==> src/rtl/gwm_pkg.sv <==
package gwm_pkg;

    localparam logic [1:0] FUNC_PAT_BYTE = 2'd0;
    localparam logic [1:0] FUNC_PAT_END  = 2'd1;
    localparam logic [1:0] FUNC_TXT_BYTE = 2'd2;
    localparam logic [1:0] FUNC_TXT_END  = 2'd3;

    localparam logic [7:0] STAR_BYTE = 8'h2A;
    localparam logic [7:0] ANY_BYTE  = 8'h3F;

    typedef struct packed {
        logic [1:0] func;
        logic [7:0] ch;
    } in_item_t;

    typedef struct packed {
        logic matched;
        logic overflow;
    } out_item_t;

    // broadcast to every cell of the row
    typedef struct packed {
        logic       use_start;
        logic       step;
        logic       reset_vec;
        logic       clear_en;
        logic       load;
        logic [7:0] ch;
    } cell_ctrl_t;

endpackage

==> src/rtl/glob_wildcard_matcher.sv <==
// result: registered, valid in the cycle after its end-of-text item is accepted
// throughput: one item per cycle while the output does not stall; every text byte updates all cells at once
// the star closure ripples through the row of cells like a carry chain
// output register stalls the input only while a result waits and m_ready is low
// reset: empty pattern, closed, no overflow, only position zero active
module glob_wildcard_matcher
    import gwm_pkg::*;
#(
    parameter int MAX_PATTERN = 32
) (
    input  logic      aclk,
    input  logic      aresetn,
    input  logic      s_valid,
    output logic      s_ready,
    input  in_item_t  s_item,
    output logic      m_valid,
    input  logic      m_ready,
    output out_item_t m_item
);

    localparam int LW = $clog2(MAX_PATTERN + 1);

    logic [LW-1:0] len_reg, len_next, eff_len;
    logic          closed_reg, closed_next;
    logic          too_long_reg, too_long_next;
    logic          last_act_reg, last_act_next;
    logic          m_valid_reg, m_valid_next;
    out_item_t     m_item_reg, m_item_next;

    cell_ctrl_t ctrl;
    logic       acc;

    logic [MAX_PATTERN-1:0] cout_w, sout_w, en_w;
    logic [MAX_PATTERN:0]   closed_w, end_w;
    logic                   end_hit;

    assign s_ready = ~m_valid_reg | m_ready;
    assign acc     = s_valid & s_ready;
    assign eff_len = closed_reg ? '0 : len_reg;

    always_comb begin
        ctrl.use_start = 1'b0;
        ctrl.step      = 1'b0;
        ctrl.reset_vec = 1'b0;
        ctrl.clear_en  = 1'b0;
        ctrl.load      = 1'b0;
        ctrl.ch        = s_item.ch;
        if (acc) begin
            case (s_item.func)
                FUNC_PAT_BYTE: begin
                    ctrl.reset_vec = closed_reg;
                    ctrl.clear_en  = closed_reg;
                    ctrl.load      = (eff_len < LW'(MAX_PATTERN));
                end
                FUNC_PAT_END: begin
                    ctrl.reset_vec = 1'b1;
                end
                FUNC_TXT_BYTE: begin
                    ctrl.use_start = ~closed_reg;
                    ctrl.step      = 1'b1;
                end
                FUNC_TXT_END: begin
                    ctrl.use_start = ~closed_reg;
                    ctrl.reset_vec = 1'b1;
                end
                default: begin
                    ctrl.reset_vec = 1'b0;
                end
            endcase
        end
    end

    genvar gi;
    generate
        for (gi = 0; gi < MAX_PATTERN; gi++) begin : g_cell
            gwm_cell #(
                .IDX (gi),
                .LW  (LW)
            ) u_cell (
                .aclk    (aclk),
                .aresetn (aresetn),
                .ctrl    (ctrl),
                .wr_idx  (eff_len),
                .cin     ((gi == 0) ? 1'b0 : cout_w[(gi == 0) ? 0 : gi-1]),
                .sin     ((gi == 0) ? 1'b0 : sout_w[(gi == 0) ? 0 : gi-1]),
                .cout    (cout_w[gi]),
                .sout    (sout_w[gi]),
                .closed  (closed_w[gi]),
                .en      (en_w[gi])
            );
            // the first disabled cell marks the end of the pattern
            if (gi == 0) begin : g_end0
                assign end_w[gi] = ~en_w[gi];
            end else begin : g_endn
                assign end_w[gi] = ~en_w[gi] & en_w[gi-1];
            end
        end
    endgenerate

    assign closed_w[MAX_PATTERN] = (ctrl.use_start ? 1'b0 : last_act_reg)
                                   | cout_w[MAX_PATTERN-1];
    assign end_w[MAX_PATTERN]    = en_w[MAX_PATTERN-1];
    assign end_hit               = |(closed_w & end_w);

    always_comb begin
        len_next      = len_reg;
        closed_next   = closed_reg;
        too_long_next = too_long_reg;
        last_act_next = last_act_reg;
        m_valid_next  = m_valid_reg & ~m_ready;
        m_item_next   = m_item_reg;
        if (ctrl.step) begin
            last_act_next = sout_w[MAX_PATTERN-1];
        end else if (ctrl.reset_vec) begin
            last_act_next = 1'b0;
        end
        if (acc) begin
            case (s_item.func)
                FUNC_PAT_BYTE: begin
                    closed_next = 1'b0;
                    if (eff_len < LW'(MAX_PATTERN)) begin
                        len_next      = eff_len + LW'(1);
                        too_long_next = closed_reg ? 1'b0 : too_long_reg;
                    end else begin
                        len_next      = eff_len;
                        too_long_next = 1'b1;
                    end
                end
                FUNC_PAT_END, FUNC_TXT_BYTE: begin
                    closed_next = 1'b1;
                end
                FUNC_TXT_END: begin
                    closed_next          = 1'b1;
                    m_valid_next         = 1'b1;
                    m_item_next.matched  = end_hit & ~too_long_reg;
                    m_item_next.overflow = too_long_reg;
                end
                default: begin
                    closed_next = closed_reg;
                end
            endcase
        end
    end

    always_ff @(posedge aclk) begin
        if (!aresetn) begin
            len_reg      <= '0;
            closed_reg   <= 1'b1;
            too_long_reg <= 1'b0;
            last_act_reg <= 1'b0;
            m_valid_reg  <= 1'b0;
        end else begin
            len_reg      <= len_next;
            closed_reg   <= closed_next;
            too_long_reg <= too_long_next;
            last_act_reg <= last_act_next;
            m_valid_reg  <= m_valid_next;
        end
    end

    always_ff @(posedge aclk) begin
        m_item_reg <= m_item_next;
    end

    assign m_valid = m_valid_reg;
    assign m_item  = m_item_reg;

endmodule

==> src/rtl/gwm_cell.sv <==
module gwm_cell
    import gwm_pkg::*;
#(
    parameter int IDX = 0,
    parameter int LW  = 6
) (
    input  logic          aclk,
    input  logic          aresetn,
    input  cell_ctrl_t    ctrl,
    input  logic [LW-1:0] wr_idx,
    input  logic          cin,
    input  logic          sin,
    output logic          cout,
    output logic          sout,
    output logic          closed,
    output logic          en
);

    localparam logic IS_FIRST = (IDX == 0);

    logic       act_reg, act_next;
    logic       en_reg, en_next;
    logic [7:0] byte_reg;
    logic       act_eff, is_star, is_hit, wr_me;

    assign wr_me   = ctrl.load && (wr_idx == LW'(IDX));
    assign act_eff = ctrl.use_start ? IS_FIRST : act_reg;
    assign closed  = act_eff | cin;
    assign is_star = (byte_reg == STAR_BYTE);
    assign is_hit  = (byte_reg == ANY_BYTE) || (byte_reg == ctrl.ch);
    assign cout    = closed & en_reg & is_star;
    assign sout    = closed & en_reg & ~is_star & is_hit;
    assign en      = en_reg;

    always_comb begin
        if (ctrl.step) begin
            act_next = cout | sin;
        end else if (ctrl.reset_vec) begin
            act_next = IS_FIRST;
        end else begin
            act_next = act_reg;
        end
        if (wr_me) begin
            en_next = 1'b1;
        end else if (ctrl.clear_en) begin
            en_next = 1'b0;
        end else begin
            en_next = en_reg;
        end
    end

    always_ff @(posedge aclk) begin
        if (!aresetn) begin
            act_reg <= IS_FIRST;
            en_reg  <= 1'b0;
        end else begin
            act_reg <= act_next;
            en_reg  <= en_next;
        end
    end

    always_ff @(posedge aclk) begin
        if (wr_me) begin
            byte_reg <= ctrl.ch;
        end
    end

endmodule
==> config.mk <==
export PLATFORM = sky130hd
export DESIGN_NAME = glob_wildcard_matcher
export DESIGN_NICKNAME = d
export VERILOG_FILES = /design/src/rtl/gwm_pkg.sv /design/src/rtl/glob_wildcard_matcher.sv /design/src/rtl/gwm_cell.sv
export SDC_FILE = /design/constraint.sdc
export NUM_CORES = 1
export LEC_CHECK = 0
export BUFFER_PORTS_ARGS = -buffer_cell sky130_fd_sc_hd__buf_2
export CAP_MARGIN = 30
export CORE_UTILIZATION = 25
export CTS_CLUSTER_SIZE = 12
export DETAILED_ROUTE_END_ITERATION = 7
export PLACE_DENSITY = 0.37
export SLEW_MARGIN = 15
export SYNTH_ARGS = -nofsm -noshare
export SYNTH_HDL_FRONTEND = slang
export SYNTH_SLANG_ARGS = --single-unit
==> constraint.sdc <==
create_clock -name aclk -period 3.33 [get_ports aclk]
set_input_delay 0.333 -clock aclk [delete_from_list [all_inputs] [get_ports aclk]]
set_output_delay 0.333 -clock aclk [all_outputs]
set_load 0.03 [all_outputs]
==> results of run 1 <==
## worst paths after layout
kind	from	to	slack, ps
hold / removal	aresetn	g_cell[0].u_cell.act_reg	110
setup reg to reg	g_cell[1].u_cell.byte_reg[4]	m_item[1]	20
hold reg to reg	g_cell[22].u_cell.act_reg	g_cell[22].u_cell.act_reg	460
setup / recovery	g_cell[1].u_cell.byte_reg[4]	m_item[1]	20
## per-stage QoR
step / setup TNS [ps] / utilization (%)
floorplan: 0 / -
global placement: -2040 / 30.4
detailed placement: -2960 / 30.4
CTS: -0.806 / 32.4
global route: -1920 / 32.6
finish: 0 / 32.6
## logic make-up after synthesis
family	synth area share [%]
xor+xnor	13.0
simple gates	18.6
compound gates	12.4
flops	53.5
fa+ha+maj	0.290
mux	0.123
buf+inv	2.16
## layout make-up
class | instances | share of cell area, %
clock inverters | 25 | 1.05
well taps | 873 | 4.95
repair buffers | 277 | 11.4
clock buffers | 49 | 4.78
flip-flops and latches | 332 | 41.8
multi-input cells | 1161 | 35.4
inverters | 32 | 0.567
diodes | 1 | 0.0113
## per-layer routing
layer	vias up	global-route usage (%)	wire length [um]
met3	59	2.28	2110
met5	-	0	13
li1	6489	-	-
met4	2	3.78	1010
met2	219	26.7	26700
met1	6742	23.6	28400
## synth_stat cells (6+ instances only)
| master | instances |
|---|---|
| a21oi_1 | 85 |
| nand4b_1 | 10 |
| o31ai_1 | 12 |
| o22ai_1 | 11 |
| and2_1 | 37 |
| o21ai_1 | 17 |
| edfxtp_1 | 258 |
| nand3b_1 | 9 |
| nand2b_1 | 6 |
| o21ai_0 | 35 |
| clkbuf_1 | 35 |
| a22o_1 | 13 |
| nor2b_1 | 17 |
| xnor2_1 | 216 |
| nor4b_1 | 6 |
| xor2_1 | 40 |
| a211oi_1 | 7 |
| o211ai_1 | 7 |
| dfxtp_1 | 74 |
| a41o_1 | 12 |
| nand3_1 | 43 |
| nor4_1 | 28 |
| a31oi_1 | 13 |
| or4_1 | 8 |
| or2_2 | 9 |
| nand4_1 | 79 |
| inv_1 | 30 |
| or3_1 | 13 |
| buf_1 | 16 |
| nor2_1 | 158 |
| a22oi_1 | 20 |
| and3_1 | 22 |
| nand2_1 | 80 |
| nor3_1 | 31 |
| a41oi_1 | 6 |
| nor4bb_1 | 7 |
## power by group through the flow
stage / Sequential (W) / Clock, W / Combinational [W]
finish: 0.00447 / 0.00438 / 0.000494
global route: 0.00447 / 0.00469 / 0.000540
CTS: 0.00447 / 0.00454 / 0.000508
detailed placement: 0.00456 / 0 / 0.000505
global placement: 0.00456 / 0 / 0.000506
floorplan: 0.00456 / 0 / 0.000261
## repair_timing
action	CTS	global route
buffers inserted	2	1
pin swaps	20	11
hold buffers	0	0
setup endpoints to repair	22	23
gates resized for setup	13	18
==> metrics.yaml, run 1 <==
placed_design:
  gp_congestion: 0.933
  place_ws_ps: -432
  dp_cells: 2673
  dpl.hpwl_um: 43200
  io_buffers: 17
  post_dp_cell_area_sq_um: 20600
hold_path:
  min_path_type: "in2reg"
  min_path_cells: 2
sta:
  rsz0062_at_grt: "true"
  finalCritPeriodShare_pct: 99.4
  worst_slack_ps: 20.9
  relSlewSlack_pct: 36.2
  tightest_slew_ps: 957
  clock.fmax_mhz: 302
  finalHoldViolCount: 0
  setup_viol: 0
  min_period_ps: 3310
  maxSlewViolCount: 0
  clock_skew_ps: 24.2
  hold_ws_ps: 110
floorplanning:
  num_rows: 95
  ios: 18
  die_height_um: 265
  start_util_pct: 25.5
  die_x_um: 265
  die_area_sq_um: 70100
  core-area_sq_um: 67800
finish:
  area_growth_pct: 28.0
  layout_common_cells: "258 x edfxtp_1, 229 x buf_4, 216 x xnor2_1, 158 x nor2_1, 80 x nand2_1"
  nFillCells: 6876
  largest_reg_flops: 256
  fin_area_sq_um: 22100
  multi_input_area_sq_um: 7830
  final_layout_size_suffix_gt1_share_pct: 21.2
  regArea_sq_um: 9230
  instances_no_fill: 2750
  final_common_cell: "edfxtp_1"
  fin_nets: 1862
detailed_routing:
  drt_pass1_iterations: 5
  drt-initial-drc-count: 786
  routed_via_density: 4.91
  vias: 13511
  wirelength_um: 58200
  ant_nets: 0
  wl_per_cell_um: 21.2
  drc_errors: 0
yosys:
  synthFlopType: "edfxtp_1"
  synth.net_count: 1601
  synth.largest_area_cell: "edfxtp_1"
  ys_seq_area_share_pct: 53.5
  synth_async_sr_flop_share_pct: 0
  synth_top_cell_area_share_pct: 44.9
  avgSynthCellArea_sq_um: 10.9
  ys_top_cells_by_area: "edfxtp_1 45%, xnor2_1 11%, dfxtp_1 8.6%"
  ys_ff_latch: 332
  synth_edf_count: 258
  synth.cell_area_sq_um: 17300
  post_synth_num_cell_types: 91
  postSynthCellCount: 1583
  yosys_warnings: 0
cts:
  cts_buffer_depth: 3
  clk_latency_ps: 580
  cts_buffers: 40
  path_clk_slew_ps: 60
  root_buffer: "clkbuf_16"
  clock_sinks: 332
  cts_tree: "done"
  cts-htree-levels: 2
global_routing:
  grt_pass1_vias: 13583
  grt_remaining_overflow: 0
  grt_max_degree: 38
  antenna_found_initial: 2
  grt_usage_pct: 16.6
  grt_pass1_wl_um: 88200
pwr:
  peakVddDrop_uv: 323
  power_leakage_nw: 7.27
  total_power_w: 0.00934
  pwr-share-comb_pct: 5.3
  seqPwrFrac_pct: 47.8
  p_int_w: 0.00722
  power_density_nw_per_um2: 423
  p_switching_w: 0.00212
  p_clk_share_pct: 46.9
  p_sw_share_pct: 22.7
critical_path:
  crit_type: "reg2reg"
  worstSetupStartpointType: "flop"
  cp.buffers_inverters: 1
  crit_path_top_delay_cell: "or4b_4"
  crit_arrival_ps: 3740
  crit_path_end_kind: "flop"
  cp_top_family: "simple AND/OR/NAND/NOR gates"
  crit_chain: "or4_4 > or4b_4 > a2111oi_4 > nand4_1 > nand3_1 > o2111ai_2 > nand3_2 > buf_4 > a31oi_1 > o32a_1 > a21oi_1"
  cp.depth: 11
  cp.required_ps: 3760
  cpPeakStageDelay_ps: 560
  reg2regPathDepth: 11
  crit_fanout: 4
job:
  drv_cap: 0
status:
  outcome: "finished, final reports clean"
No activity file was read; power rests on OpenSTA's default activity.
==> inputs of run 2 (changes only) <==
--- a/config.mk
+++ b/config.mk
@@ -7,6 +7,7 @@
 export LEC_CHECK = 0
 export BUFFER_PORTS_ARGS = -buffer_cell sky130_fd_sc_hd__buf_2
 export CAP_MARGIN = 30
+export CORE_ASPECT_RATIO = 0.6
 export CORE_UTILIZATION = 25
 export CTS_CLUSTER_SIZE = 12
 export DETAILED_ROUTE_END_ITERATION = 7
==> run 2 against run 1 <==
Compared with the run above: the run now ends with negative setup slack left; critical endpoint unchanged; clock power decreased by 6.8%; sequential power about the same; largest cell class unchanged; die area about the same; fmax decreased by 2.3%; via count increased by 1.5%; first-iteration DRC count increased by 48%; critical path type unchanged.
==> metrics.yaml, run 2 (synthesis results as in run 1) <==
status:
  outcome: "complete, but fails checks"  # was finished, final reports clean
  violations: "negative setup slack"
global_routing:
  use_met3_pct: 2.86  # was 2.28%
  grt_pass1_wl_um: 91100  # was 88200 um
  grt_use_met2_pct: 22.2  # was 26.7%
  grt_use_met1_pct: 29.9  # was 23.6%
  grt_pass1_vias: 13393  # was 13583
  grt_remaining_overflow: 0  # unchanged
  grt_usage_pct: 17.6  # was 16.6%
  antenna_found_initial: 4  # was 2
  grt_max_degree: 39  # was 38
  grt.busiest_layer: "met1"  # was met2
cts:
  cts_buffers: 37  # was 40
  cts_buffer_depth: 3  # unchanged
  cts-htree-levels: 2  # unchanged
  clk_latency_ps: 550  # was 580 ps
  path_clk_slew_ps: 60  # about the same
  root_buffer: "clkbuf_16"  # unchanged
  clock_sinks: 332  # unchanged
  cts_tree: "done"  # unchanged
  ctsHoldBuffers: 0  # unchanged
hold_path:
  whs_endpoint: "g_cell[0].u_cell.act_reg"  # unchanged
  min_path_type: "in2reg"  # unchanged
  min_path_cells: 2  # unchanged
  hold_start: "aresetn"  # unchanged
pwr:
  total_power_w: 0.00907  # was 0.00934 W
  power_leakage_nw: 7.27  # about the same
  peakVddDrop_uv: 358  # was 323 uV
  power_density_nw_per_um2: 412  # was 423 nW/um^2
detailed_routing:
  wl_per_cell_um: 22.0  # was 21.2 um
  drt-initial-drc-count: 1167  # was 786
  wirelength_um: 61600  # was 58200 um
  ant_nets: 0  # unchanged
  drc_errors: 0  # unchanged
  vias: 13719  # was 13511
  drt_pass1_iterations: 6  # was 5
  routed_via_density: 4.91  # about the same
critical_path:
  crit_path_end_kind: "flop"  # unchanged
  crit_path_top_delay_cell: "or4_4"  # was or4b_4
  reg2regPathDepth: 11  # unchanged
  cp.buffers_inverters: 1  # unchanged
  r2r-end: "m_item[1]"  # unchanged
  worstSetupStartpointType: "flop"  # unchanged
  r2r_slack_ps: -60  # was 20 ps
  crit_type: "reg2reg"  # unchanged
  cpPeakStageDelay_ps: 540  # was 560 ps
  crit_fanout: 3  # was 4
  cp_top_family: "simple AND/OR/NAND/NOR gates"  # unchanged
  cp.required_ps: 3740  # was 3760 ps
  crit_chain: "or4_4 > or4b_4 > a2111oi_4 > nand4_1 > buf_4 > nand3_4 > o2111ai_2 > nand3_2 > a22oi_1 > o32a_1 > a21oi_2"  # was or4_4 > or4b_4 > a2111oi_4 > nand4_1 > nand3_1 > o2111ai_2 > nand3_2 > buf_4 > a31oi_1 > o32a_1 > a21oi_1
  r2r-start: "g_cell[1].u_cell.byte_reg[2]"  # was g_cell[1].u_cell.byte_reg[4]
  crit_arrival_ps: 3800  # was 3740 ps
placed_design:
  io_buffers: 17  # unchanged
  dpl.hpwl_um: 46200  # was 43200 um
  post_dp_cell_area_sq_um: 20500  # was 20600 sq um
  gp_congestion: 0.927  # was 0.933
  dp_cells: 2718  # was 2673
sta:
  finalCritPeriodShare_pct: 102  # was 99.4%
  setup_viol: 5  # was 0
  worst_slack_ps: -56.9  # was 20.9 ps
  tightest_slew_ps: 953  # was 957 ps
  clock.fmax_mhz: 295  # was 302 MHz
  maxSlewViolCount: 0  # unchanged
  rsz0062_at_grt: "true"  # unchanged
  clock_skew_ps: 15.0  # was 24.2 ps
  relSlewSlack_pct: 36.2  # about the same
  finalHoldViolCount: 0  # unchanged
  min_period_ps: 3390  # was 3310 ps
floorplanning:
  die_area_sq_um: 70100  # about the same
  die_height_um: 206  # was 265 um
  core-area_sq_um: 68100  # was 67800 sq um
  num_rows: 74  # was 95
  ios: 18  # unchanged
  die_x_um: 341  # was 265 um
  start_util_pct: 25.3  # was 25.5%
finish:
  layout_common_cells: "258 x edfxtp_1, 258 x buf_4, 216 x xnor2_1, 158 x nor2_1, 80 x a21oi_1"  # was 258 x edfxtp_1, 229 x buf_4, 216 x xnor2_1, 158 x nor2_1, 80 x nand2_1
  area_growth_pct: 27.6  # was 28.0%
  largest_reg_flops: 256  # unchanged
  instances_no_fill: 2795  # was 2750
  fin_nets: 1873  # was 1862
  nFillCells: 6996  # was 6876
  fin_area_sq_um: 22000  # was 22100 sq um
  final_layout_size_suffix_gt1_share_pct: 22.1  # was 21.2%
job:
  drv_cap: 0  # unchanged
run 2: worst max path at each step:
| stage | slack (ps) | start | end | cells past startpoint |
|---|---|---|---|---|
| floorplan | 20 | m_valid | m_item[1] | 12 |
| global placement | -280 | m_ready | m_item[1] | 12 |
| detailed placement | -220 | m_ready | m_item[1] | 12 |
| CTS | 3 | m_valid | m_item[1] | 12 |
| global route | -150 | g_cell[1].u_cell.byte_reg[2] | g_cell[26].u_cell.act_reg | 10 |
| finish | -60 | g_cell[1].u_cell.byte_reg[2] | m_item[1] | 11 |
run 2: power breakdown:
part / internal, W / switching (W)
Sequential: 0.00446 / 0.00000614
Combinational: 0.000192 / 0.000327
Clock: 0.00234 / 0.00175
Total: 0.00699 / 0.00208
run 2: metrics by stage:
step | hold WS [ps] | utilization (%) | TNS (ps) | setup slack, ps
global route | 120 | 32.3 | -1450 | -153
detailed placement | 457 | 30.1 | -949 | -225
global placement | 450 | 30.1 | -680 | -284
CTS | 112 | 32.0 | 0 | 3.23
finish | 140 | 32.3 | -139 | -56.9
floorplan | 427 | - | 0 | 24.1
run 2: final cells by class:
type                       count  area, sq um  area share [%]
antenna                        1         2.50          0.0114
clock buffer                  53         1080            4.90
clock inverter                13         91.3           0.415
inverter                      32          125           0.568
multi-input combinational   1161         7910            35.9
sequential                   332         9230            41.9
tap                          912         1140            5.18
timing repair buffer         291         2440            11.1
run 2: repair_timing:
action                     4_1_cts  5_1_grt
resized for setup               15       32
setup endpoints to repair       12       28
setup buffers                    6        5
pin swaps                       12       26
run 2: worst reg2reg max path, delay by kind of cell, from the launching register on:
family | cells | cell delay (ps)
AOI/OAI and AO/OA | 5 | 1110
and+or+nand+nor | 5 | 1530
buffers and inverters | 1 | 230
DFF | 1 | 390
run 2: per-layer routing:
metal / share of wire (%) / vias to the layer above
met3: 5.7 / 51
met4: 1.2 / 0
met2: 36 / 344
met5: 0 / -
li1: - / 6498
met1: 57 / 6826
